`src/cpf_pkg.sv`:
```
// cpf_pkg: shared types, codes and helpers of the csv row predicate filter
// depends on nothing; used by every module of the block
package cpf_pkg;

  localparam int unsigned DefGroups          = 7;
  localparam int unsigned DefFiltersPerGroup = 7;
  localparam int unsigned DefValueBytes      = 16;
  localparam int unsigned DefColumns         = 128;

  localparam int unsigned QueueDepth = 2;

  localparam int unsigned CfgIdxW  = 3;
  localparam int unsigned CfgDataW = 64;
  localparam int unsigned ColCfgW  = 7;
  localparam int unsigned CountW   = 32;

  localparam logic [7:0] CharComma   = 8'd44;
  localparam logic [7:0] CharNewline = 8'd10;

  typedef enum logic [2:0] {
    REG_GROUP_COUNT = 3'd0,
    REG_GROUP_SIZES = 3'd1,
    REG_SLOT        = 3'd2,
    REG_COLUMN      = 3'd3,
    REG_OPERATOR    = 3'd4,
    REG_VALUE_LEN   = 3'd5,
    REG_VALUE_LO    = 3'd6,
    REG_VALUE_HI    = 3'd7
  } reg_idx_e;

  typedef enum logic [2:0] {
    OP_EQ = 3'd0,
    OP_NE = 3'd1,
    OP_GT = 3'd2,
    OP_LT = 3'd3,
    OP_GE = 3'd4,
    OP_LE = 3'd5
  } op_e;

  typedef enum logic [1:0] {
    ST_EQ = 2'd0,
    ST_LT = 2'd1,
    ST_GT = 2'd2
  } cmp_st_e;

  // work item handed from front to back
  typedef enum logic [1:0] {
    TK_FEED  = 2'd0,
    TK_CLOSE = 2'd1,
    TK_END   = 2'd2
  } tok_kind_e;

  typedef struct packed {
    tok_kind_e  kind;
    logic [7:0] data;
    logic       last;
  } token_t;

  function automatic logic op_holds(input logic [2:0] op, input cmp_st_e st);
    logic r;
    r = 1'b0;
    unique case (op)
      OP_EQ:   r = (st == ST_EQ);
      OP_NE:   r = (st != ST_EQ);
      OP_GT:   r = (st == ST_GT);
      OP_LT:   r = (st == ST_LT);
      OP_GE:   r = (st != ST_LT);
      OP_LE:   r = (st != ST_GT);
      default: r = 1'b0;
    endcase
    return r;
  endfunction

endpackage

```
`src/cpf_queue.sv`:
```
// cpf_queue: short token queue between front and back
// depends on cpf_pkg
module cpf_queue (
  input  logic            clk_i,
  input  logic            rst_ni,
  input  logic            push_valid_i,
  output logic            push_ready_o,
  input  cpf_pkg::token_t push_tok_i,
  output logic            pop_valid_o,
  input  logic            pop_ready_i,
  output cpf_pkg::token_t pop_tok_o
);

  localparam int unsigned Depth = cpf_pkg::QueueDepth;
  localparam int unsigned PtrW  = (Depth > 1) ? $clog2(Depth) : 1;
  localparam int unsigned CntW  = $clog2(Depth + 1);

  cpf_pkg::token_t  mem_q [Depth];
  logic [PtrW-1:0]  wr_q, wr_d, rd_q, rd_d;
  logic [CntW-1:0]  cnt_q, cnt_d;
  logic             push, pop;

  assign push_ready_o = (cnt_q != CntW'(Depth));
  assign pop_valid_o  = (cnt_q != '0);
  assign push         = push_valid_i && push_ready_o;
  assign pop          = pop_valid_o && pop_ready_i;
  assign pop_tok_o    = mem_q[rd_q];

  always_comb begin
    wr_d  = wr_q;
    rd_d  = rd_q;
    cnt_d = cnt_q;
    if (push) begin
      wr_d = (wr_q == PtrW'(Depth - 1)) ? '0 : wr_q + 1'b1;
    end
    if (pop) begin
      rd_d = (rd_q == PtrW'(Depth - 1)) ? '0 : rd_q + 1'b1;
    end
    if (push && !pop) begin
      cnt_d = cnt_q + 1'b1;
    end else if (pop && !push) begin
      cnt_d = cnt_q - 1'b1;
    end
  end

  always_ff @(posedge clk_i or negedge rst_ni) begin
    if (!rst_ni) begin
      wr_q  <= '0;
      rd_q  <= '0;
      cnt_q <= '0;
    end else begin
      wr_q  <= wr_d;
      rd_q  <= rd_d;
      cnt_q <= cnt_d;
    end
  end

  always_ff @(posedge clk_i) begin
    if (push) begin
      mem_q[wr_q] <= push_tok_i;
    end
  end

endmodule

```
`config.mk`:
```
export PLATFORM = sky130hd
export DESIGN_NAME = cpf_queue
export DESIGN_NICKNAME = d
export VERILOG_FILES = /design/src/cpf_pkg.sv /design/src/cpf_queue.sv
export SDC_FILE = /design/constraint.sdc
export NUM_CORES = 1
export LEC_CHECK = 0
export ABC_AREA = 1
export BUFFER_PORTS_ARGS = -buffer_cell sky130_fd_sc_hd__buf_2
export CAP_MARGIN = 15
export CORE_MARGIN = 2
export CORE_UTILIZATION = 36
export CTS_BUF_LIST = sky130_fd_sc_hd__clkbuf_2
export CTS_CLUSTER_DIAMETER = 150
export DETAILED_ROUTE_END_ITERATION = 8
export PLACE_DENSITY = 0.57
export SKIP_LAST_GASP = 1
export SLEW_MARGIN = 20
export SYNTH_ARGS = -nofsm -noshare
export SYNTH_HDL_FRONTEND = slang
export SYNTH_SLANG_ARGS = --single-unit
```
`constraint.sdc`:
```
create_clock -name clk_i -period 1.52 [get_ports clk_i]
set_input_delay 0.304 -clock clk_i [delete_from_list [all_inputs] [get_ports clk_i]]
set_output_delay 0.304 -clock clk_i [all_outputs]
set_load 0.02 [all_outputs]
```
==> impl_metrics.toml <==
[yosys]
ys_top_cells_by_area = "edfxtp_1, nand2_1, dfrtp_1"
mappedNetlistNets = 102
yosys.area.top_type = "edfxtp_1"
synth_commonest_cells = "nand2_1, edfxtp_1, inv_1"
ys.flop_type = "edfxtp_1"
synth-edff-count = 22
synth_cell_type_count = 15
syn_area_mm2 = 0.00104
avgSynthCellArea_um2 = 12.1
ys_seq_area_share_pct = 73.0
yosys.cell_count.top_type = "nand2_1"
syn_inst = 86
synth.top_cell.area_share_pct = 63.4
yosys_register_bits = 26
yosysWarnings = 0
synthArstFlopShare_pct = 15.4

[clocking]
numCtsBuffers = 3
cts_htree_levels = 1
clockBufferDepth = 2
cts.sinks = 26
cts_root_buf = "clkbuf_2"
clk_pin_slew_ps = 260
cts_tree = "built"
clk_latency_ps = 360

[die]
die_area_mm2 = 0.00334
die_h_um = 57.8
pin_count = 28
die_w_um = 57.8
rows = 19
initial_utilization_pct = 37.8
core_area_mm2 = 0.00276

[worst_setup_path]
rr_startpoint = "cnt_q[0]"
required_ps = 1220
reg2reg_setup_slack_ps = 120
reg2reg_to = "cnt_q[1]"
rr_worst_depth = 9
crit_fanout = 6
arrival_ps = 1300
end_kind = "output pin"
startpoint_type = "flop"
crit_type = "reg -> out"

[status]
violations = "negative setup slack"
status = "complete, but fails checks"

[routing]
routed-via-count = 688
detail_route.first_pass.iterations = 6
first_iter_violations = 11
wl_per_cell_um = 11.9
vias_per_cell = 4.47
routed_wl_um = 1840
postRouteAntennaNets = 0
drc = 0

[worst_hold_path]
min_path_cells = 1
min_path_type = "in -> reg"
min_to = "mem_q[0][9]"
hp-start = "push_tok_i[9]"

[place]
place.gp.congestion = 0.654
place_area_mm2 = 0.00123
place_hpwl_um = 1180
portBuffers = 27

[finish]
fin_nets = 140
layout-drive-gt1-share_pct = 38.2
final_util_pct = 49.5
final_area_mm2 = 0.00136
syn_to_final_growth_pct = 30.9
n_antenna_cell = 0

[sta]
max_slew_margin_pct = 82.9
rsz0062_at_grt = "true"
setup_slack_ps = -83.0
tightest_slew_ps = 256
max_freq_mhz = 624
period_minus_slack_ps = 1600
period_share_pct = 105
hold_viol = 0
setup_viol = 11
slew_violations = 0
skew_ps = 7.05

[global_routing]
grt_pass1_wl_um = 2770
grt_max_degree = 16
antenna_found_initial = 0
grt_pass1_vias = 630
grtUsageTotal_pct = 11.3
gr-total-overflow = 0

[power]
p_leak_nw = 0.620
peakVddDrop_mv = 1.28
p_per_area_mw_per_mm2 = 2060

[flow_run]
max_cap_viol_count = 0
==> through the flow <==
step | instances | hold slack, ps | TNS (ps) | worst slack [ps] | power (mW)
after floorplan | 86 | 8.41 | 0 | 35.7 | 1.82
after detailed placement | 145 | 120 | 0 | 132 | 2.16
after CTS | 153 | 92.5 | -1110 | -113 | 2.74
after global placement | 145 | 119 | 0 | 192 | 2.13
after global routing | 154 | 81.5 | -1820 | -181 | 2.98
final | 154 | 108 | -830 | -83.0 | 2.81
==> worst max-delay path: stages (launching register included) <==
cell and delay, ps:
dfrtp_2 490, clkinvlp_4 170, nand2_1 90, nand2_1 50, buf_2 150
==> power breakdown <==
group / switching, mW / internal [mW]
clock: 0.215 / 0.226
sequential: 0.0934 / 0.988
combinational: 0.756 / 0.528
total: 1.06 / 1.74
==> registers in the layout, indices dropped and copies added (netlist names) <==
name / flops
cnt_q: 2
mem_q: 22
rd_q: 1
wr_q: 1
==> logic make-up (layout without fill, tap and decap cells) <==
logic type,count (synthesis),in the layout,share of synthesized area (%)
adder cells (fa/ha/maj),1,1,1.20
AND/OR/NAND/NOR,48,48,19.7
flip-flops,26,26,73.0
buffers and inverters,9,46,3.72
XOR/XNOR,2,2,2.40
==> how the worst max path moves through the flow <==
stage                        start      endpoint  slack [ps]  depth (start not counted)
after floorplan           cnt_q[0]   mem_q[0][0]          40                          4
after global placement    cnt_q[0]      cnt_q[1]         190                          9
after detailed placement  cnt_q[0]      cnt_q[1]         130                          9
after CTS                     rd_q  pop_tok_o[4]        -110                          4
after global routing          rd_q  pop_tok_o[4]        -180                          4
final                         rd_q  pop_tok_o[4]         -80                          4
==> metal layers <==
layer | vias up | GRT usage (%) | share of wire [%] | wire (µm)
met3 | 2 | 2.46 | 5.0 | 92
li1 | 354 | - | - | -
met5 | - | 0 | 0 | 0
met4 | 0 | 5.98 | 0.71 | 13
met2 | 20 | 16.9 | 46 | 849
met1 | 312 | 15.6 | 48 | 885
==> cell type report <==
cell class	count	area, µm²
flip-flops and latches	26	762
fillers	254	1390
clock inverters	1	30.0
repair inverters	1	7.51
repair buffers	34	238
multi-input cells	51	243
inverters	7	30.0
clock buffers	3	15.0
well taps	31	38.8
==> cells in the final DEF (no fill, tap or decap) <==
master / n
xor2_2: 1
clkbuf_2: 3
clkinvlp_4: 2
buf_4: 5
dlygate4sd3_1: 1
nand3_1: 2
xnor2_1: 1
inv_2: 2
dfrtp_2: 1
nor2_1: 2
bufinv_16: 1
ha_1: 1
nand2_1: 39
buf_2: 20
edfxtp_1: 22
buf_6: 8
nand2_2: 2
nand4_1: 1
dfrtp_1: 3
nand2_4: 2
inv_1: 4
==> timing repair <==
action                                  CTS  global route
cloned                                    1             0
pin swaps                                 3             3
hold buffers                              1             0
gates resized for setup                  10             8
endpoints found under the setup margin   11            12
endpoints found under the hold margin     4             0
setup buffers                             2             1
No activity file was read; power rests on OpenSTA's default activity.
