**config.mk**
```make
export PLATFORM = sky130hd
export DESIGN_NAME = cpf_front
export DESIGN_NICKNAME = d
export VERILOG_FILES = /design/src/cpf_pkg.sv /design/src/cpf_front.sv
export SDC_FILE = /design/constraint.sdc
export NUM_CORES = 1
export LEC_CHECK = 0
export ABC_CLOCK_PERIOD_IN_PS = 1000
export BUFFER_PORTS_ARGS = -buffer_cell sky130_fd_sc_hd__buf_2
export CAP_MARGIN = 5
export CORE_AREA = 5 5 42 44
export DETAILED_ROUTE_END_ITERATION = 7
export DIE_AREA = 0 0 47 49
export PLACE_DENSITY = 0.49
export SYNTH_ARGS = -nofsm -noshare
export SYNTH_HDL_FRONTEND = slang
export SYNTH_SLANG_ARGS = --single-unit
```
**constraint.sdc**
```tcl
create_clock -name clk_i -period 1 [get_ports clk_i]
set_input_delay 0.05 -clock clk_i [delete_from_list [all_inputs] [get_ports clk_i]]
set_output_delay 0.05 -clock clk_i [all_outputs]
set_load 0.1 [all_outputs]
```
**src/cpf_pkg.sv**
```systemverilog
// cpf_pkg: shared types, codes and helpers of the csv row predicate filter
// depends on nothing; used by every module of the block
package cpf_pkg;

  localparam int unsigned DefGroups          = 7;
  localparam int unsigned DefFiltersPerGroup = 7;
  localparam int unsigned DefValueBytes      = 16;
  localparam int unsigned DefColumns         = 128;

  localparam int unsigned QueueDepth = 2;

  localparam int unsigned CfgIdxW  = 3;
  localparam int unsigned CfgDataW = 64;
  localparam int unsigned ColCfgW  = 7;
  localparam int unsigned CountW   = 32;

  localparam logic [7:0] CharComma   = 8'd44;
  localparam logic [7:0] CharNewline = 8'd10;

  typedef enum logic [2:0] {
    REG_GROUP_COUNT = 3'd0,
    REG_GROUP_SIZES = 3'd1,
    REG_SLOT        = 3'd2,
    REG_COLUMN      = 3'd3,
    REG_OPERATOR    = 3'd4,
    REG_VALUE_LEN   = 3'd5,
    REG_VALUE_LO    = 3'd6,
    REG_VALUE_HI    = 3'd7
  } reg_idx_e;

  typedef enum logic [2:0] {
    OP_EQ = 3'd0,
    OP_NE = 3'd1,
    OP_GT = 3'd2,
    OP_LT = 3'd3,
    OP_GE = 3'd4,
    OP_LE = 3'd5
  } op_e;

  typedef enum logic [1:0] {
    ST_EQ = 2'd0,
    ST_LT = 2'd1,
    ST_GT = 2'd2
  } cmp_st_e;

  // work item handed from front to back
  typedef enum logic [1:0] {
    TK_FEED  = 2'd0,
    TK_CLOSE = 2'd1,
    TK_END   = 2'd2
  } tok_kind_e;

  typedef struct packed {
    tok_kind_e  kind;
    logic [7:0] data;
    logic       last;
  } token_t;

  function automatic logic op_holds(input logic [2:0] op, input cmp_st_e st);
    logic r;
    r = 1'b0;
    unique case (op)
      OP_EQ:   r = (st == ST_EQ);
      OP_NE:   r = (st != ST_EQ);
      OP_GT:   r = (st == ST_GT);
      OP_LT:   r = (st == ST_LT);
      OP_GE:   r = (st != ST_LT);
      OP_LE:   r = (st != ST_GT);
      default: r = 1'b0;
    endcase
    return r;
  endfunction

endpackage

```
**src/cpf_front.sv**
```systemverilog
// cpf_front: takes text bytes and turns them into feed, close and end tokens
// depends on cpf_pkg
module cpf_front (
  input  logic              clk_i,
  input  logic              rst_ni,
  input  logic              in_valid_i,
  output logic              in_ready_o,
  input  logic [7:0]        data_byte_i,
  input  logic              end_of_input_i,
  output logic              tok_valid_o,
  input  logic              tok_ready_i,
  output cpf_pkg::token_t   tok_o
);

  // pending end-of-line token after the last byte of a file
  logic pend_q, pend_d;
  logic in_acc;

  assign in_ready_o  = !pend_q && tok_ready_i;
  assign tok_valid_o = pend_q || in_valid_i;
  assign in_acc      = in_valid_i && in_ready_o;

  always_comb begin
    tok_o.data = data_byte_i;
    tok_o.last = end_of_input_i;
    tok_o.kind = cpf_pkg::TK_FEED;
    if (pend_q) begin
      tok_o.kind = cpf_pkg::TK_END;
      tok_o.last = 1'b1;
    end else if (data_byte_i == cpf_pkg::CharNewline) begin
      tok_o.kind = cpf_pkg::TK_END;
    end else if (data_byte_i == cpf_pkg::CharComma) begin
      tok_o.kind = cpf_pkg::TK_CLOSE;
    end
  end

  always_comb begin
    pend_d = pend_q;
    if (pend_q && tok_ready_i) begin
      pend_d = 1'b0;
    end else if (in_acc && end_of_input_i && (data_byte_i != cpf_pkg::CharNewline)) begin
      pend_d = 1'b1;
    end
  end

  always_ff @(posedge clk_i or negedge rst_ni) begin
    if (!rst_ni) begin
      pend_q <= 1'b0;
    end else begin
      pend_q <= pend_d;
    end
  end

endmodule

```
==> metrics.md <==
| Metric | Value |
|---|---|
| Post-synth net total | `35` |
| Kind of critical path | `in2out` |
| Hold crit path type | `in2reg` |
| Final worst path period share | `107.9%` |
| Post-synth EDFFs | `0` |
| Post-Syn Area | `173.9 um2` |
| Ports | `26` |
| Routed WL | `539 um` |
| Nets | `59` |
| Initial DRC Count | `0` |
| Fillers | `160` |
| Syn Inst Count | `22` |
| DP Cell Count | `58` |
| # diodes | `0` |
| Post-synth top cells | `buf_4 (8), nand2_1 (2), nor4_2 (2), or2_2 (2)` |
| Row count | `14` |
| Crit. End Element | `output port` |
| Vias in the first global route | `218` |
| Launching point of the worst reg2reg path | `pend_q` |
| Most frequent cell after synthesis | `buf_4` |
| Post-synthesis mux area share | `0%` |
| Avg Inst Size Synth | `7.905 um2` |
| Compound-Gate Fraction of Synth Area | `under 10%` |
| Final non-filler cell total | `60` |
| Die Y | `around 49 um` |
| Residual DRC | `0` |
| Max reg flops | `1` |
| Antenna violations before repair | `0` |
| Crit path capture | `tok_o[9]` |
| Lkg Pwr | `0.1933 nW` |
| Setup slack after layout | `-79.46 ps` |
| Dpl hpwl | `525.6 um` |
| Largest registers | `pend_q: 1 flops` |
| Detail Route Antenna Nets | `0` |
| Max Cap Viol | `0` |
| Worst VDD drop | `0.0002611 V` |
| Reg clk slew, reported paths | `0 ps` |
| Buffers added on ports | `25` |
| Ys flop type | `dfrtp_1` |
| Final Core Density | `28.66%` |
| Slew @ Worst Pin | `between 400 and 500 ps` |
| Distinct cells, synth | `12` |
| Ys Warns | `0` |
| Failing checks | `negative setup slack` |
| Worst R2R Path Depth | `4` |
| Worst hold path depth | `2` |
| XOR/XNOR Fraction of Synth Area | `0%` |
| Worst-path fanout max | `2` |
| Clock Skew | `0 ps` |
| Placer congestion estimate | `0.6268` |
| Setup-failing EPs final | `3` |
| Worst setup path startpoint | `data_byte_i[0]` |
| Biggest register | `pend_q` |
| Final slew viol count | `0` |
| Share of cells above drive strength 1 | `84.09%` |
| Fmax | `926.4 MHz` |
| Adder-cell share of the synthesized area | `0%` |
| Global-route wire length before repair | `765 um` |
| R2R setup slack | `about 80 ps` |
| Wire per inst | `between 8 and 9 um` |
| Skew-Pair Late Insertion Delay | `0 ps` |
| Vias post-DR | `233` |
| All-Layer GR Usage | `around 4.0%` |
| Register bit total from synthesis | `1` |
| Fin. Hold Viols | `0` |
| RSZ-0062 raised after global routing | `yes` |
| Sequential area share after synthesis | `between 10% and 20%` |
| Synth area leaders | `buf_4 (35%), dfrtp_1 (14%), nor4_2 (14%)` |
| Async set-reset flop share out of synthesis | `between 90% and 100%` |
| Slew Limit Headroom | `67.63%` |
| Synth area leader | `buf_4` |
| DRT Pass-1 Iters | `1` |
| Core Area | `0.001401 mm2` |
| Critical R2R Capture | `pend_q` |
| Yosys top cell area share | `34.53%` |
| Starting Density | `between 10% and 20%` |
| Minimum clock period | `1079 ps` |
| Largest family of logic cells by synthesized area | `simple AND/OR/NAND/NOR gates` |
| Die area | `roughly 0.0023 mm2` |
| Largest net degree at the start of global routing | `6` |
| Die width | `about 47 um` |
| Vias/cell | `3.883` |
| Synth Area in Simple Gates | `45.32%` |
| Crit start category | `input pin` |
| Worst EP arrival | `1030 ps` |
| WP data required | `roughly 950 ps` |
| Area Growth Syn to Fin | `130.9%` |
| Outcome | `finished, violations left` |
| Power, Total | `roughly 0.00043 W` |
| Global route overflow | `0` |
| Power Density | `1068 mW/mm2` |
==> kinds of logic (layout without fill, tap and decap cells) <==
family	count (synthesis)	count (layout)
AO/OA/AOI/OAI	1	1
buffers and inverters	9	31
flip-flops	1	1
AND/OR/NAND/NOR	11	11
==> per-layer routing <==
| layer | up-vias | GRT usage [%] | routed length [um] | share of wire (%) |
|---|---|---|---|---|
| met3 | 0 | 0.7380 | 104 | 19 |
| met2 | 16 | 7.919 | 280 | 52 |
| li1 | 113 | - | - | - |
| met1 | 104 | 4.367 | 154 | 29 |
| met5 | - | 0 | 0 | 0 |
| met4 | 0 | 0 | 0 | 0 |
==> worst min-delay path by stage <==
stage                     slack, ps  endpoint        start
after global placement         -170    pend_q       rst_ni
after detailed placement       -170    pend_q       rst_ni
after floorplan                -250    pend_q       rst_ni
after CTS                       280    pend_q  tok_ready_i
after global routing            300    pend_q  tok_ready_i
final                           270    pend_q  tok_ready_i
==> area by class of cell <==
| class | count | area (um2) | area share (%) |
|---|---|---|---|
| inverters | 1 | 3.754 | 0.9346 |
| multi-input cells | 12 | 117.6 | 29.28 |
| flip-flops and latches | 1 | 25.02 | 6.231 |
| well taps | 16 | 20.02 | 4.984 |
| repair buffers | 30 | 235.2 | 58.57 |
==> placed cells by master (no fill, tap or decap), drive strengths merged <==
master	netlist	final
nor2b	1	1
or2	3	3
dfrtp	1	1
o22ai	1	1
inv	1	1
dlygate4sd3	0	1
buf	8	29
nor3b	1	1
nand2	2	2
nand4	1	1
and3	1	1
nor4	2	2
==> repair_timing <==
action | in CTS | in global routing
gates resized for setup | 9 | 1
pin swaps | 2 | 2
hold endpoints to repair | 1 | 0
setup endpoints to repair | 5 | 2
hold buffers | 1 | 0
setup buffers | 0 | 1
==> critical path, cell delays in order <==
cell     delay [ps]
buf_6           100
nor4_4          280
nand2_1         130
nor4_4          270
buf_12          210
==> stage by stage <==
step           instance area (um2)  TNS [ps]  setup WS, ps  hold slack [ps]
2_1_floorplan                185.2     -1157        -572.5           -245.6
3_3_place_gp                 337.8    -381.5        -148.8           -174.6
3_5_place_dp                 337.8    -390.1        -162.1           -174.9
4_1_cts                      387.9    -113.3        -108.0            277.0
5_1_grt                      401.6    -345.5        -162.4            295.9
6_report                     401.6    -167.2        -79.46            273.6
==> where the power goes <==
part	switching [W]	internal (W)	leakage, nW
registers	0.00000540	0.0000446	0.0132
clock network	0	0	0
logic	0.000277	0.000102	0.180
total	0.000282	0.000146	0.193
No activity file was read; power rests on OpenSTA's default activity.
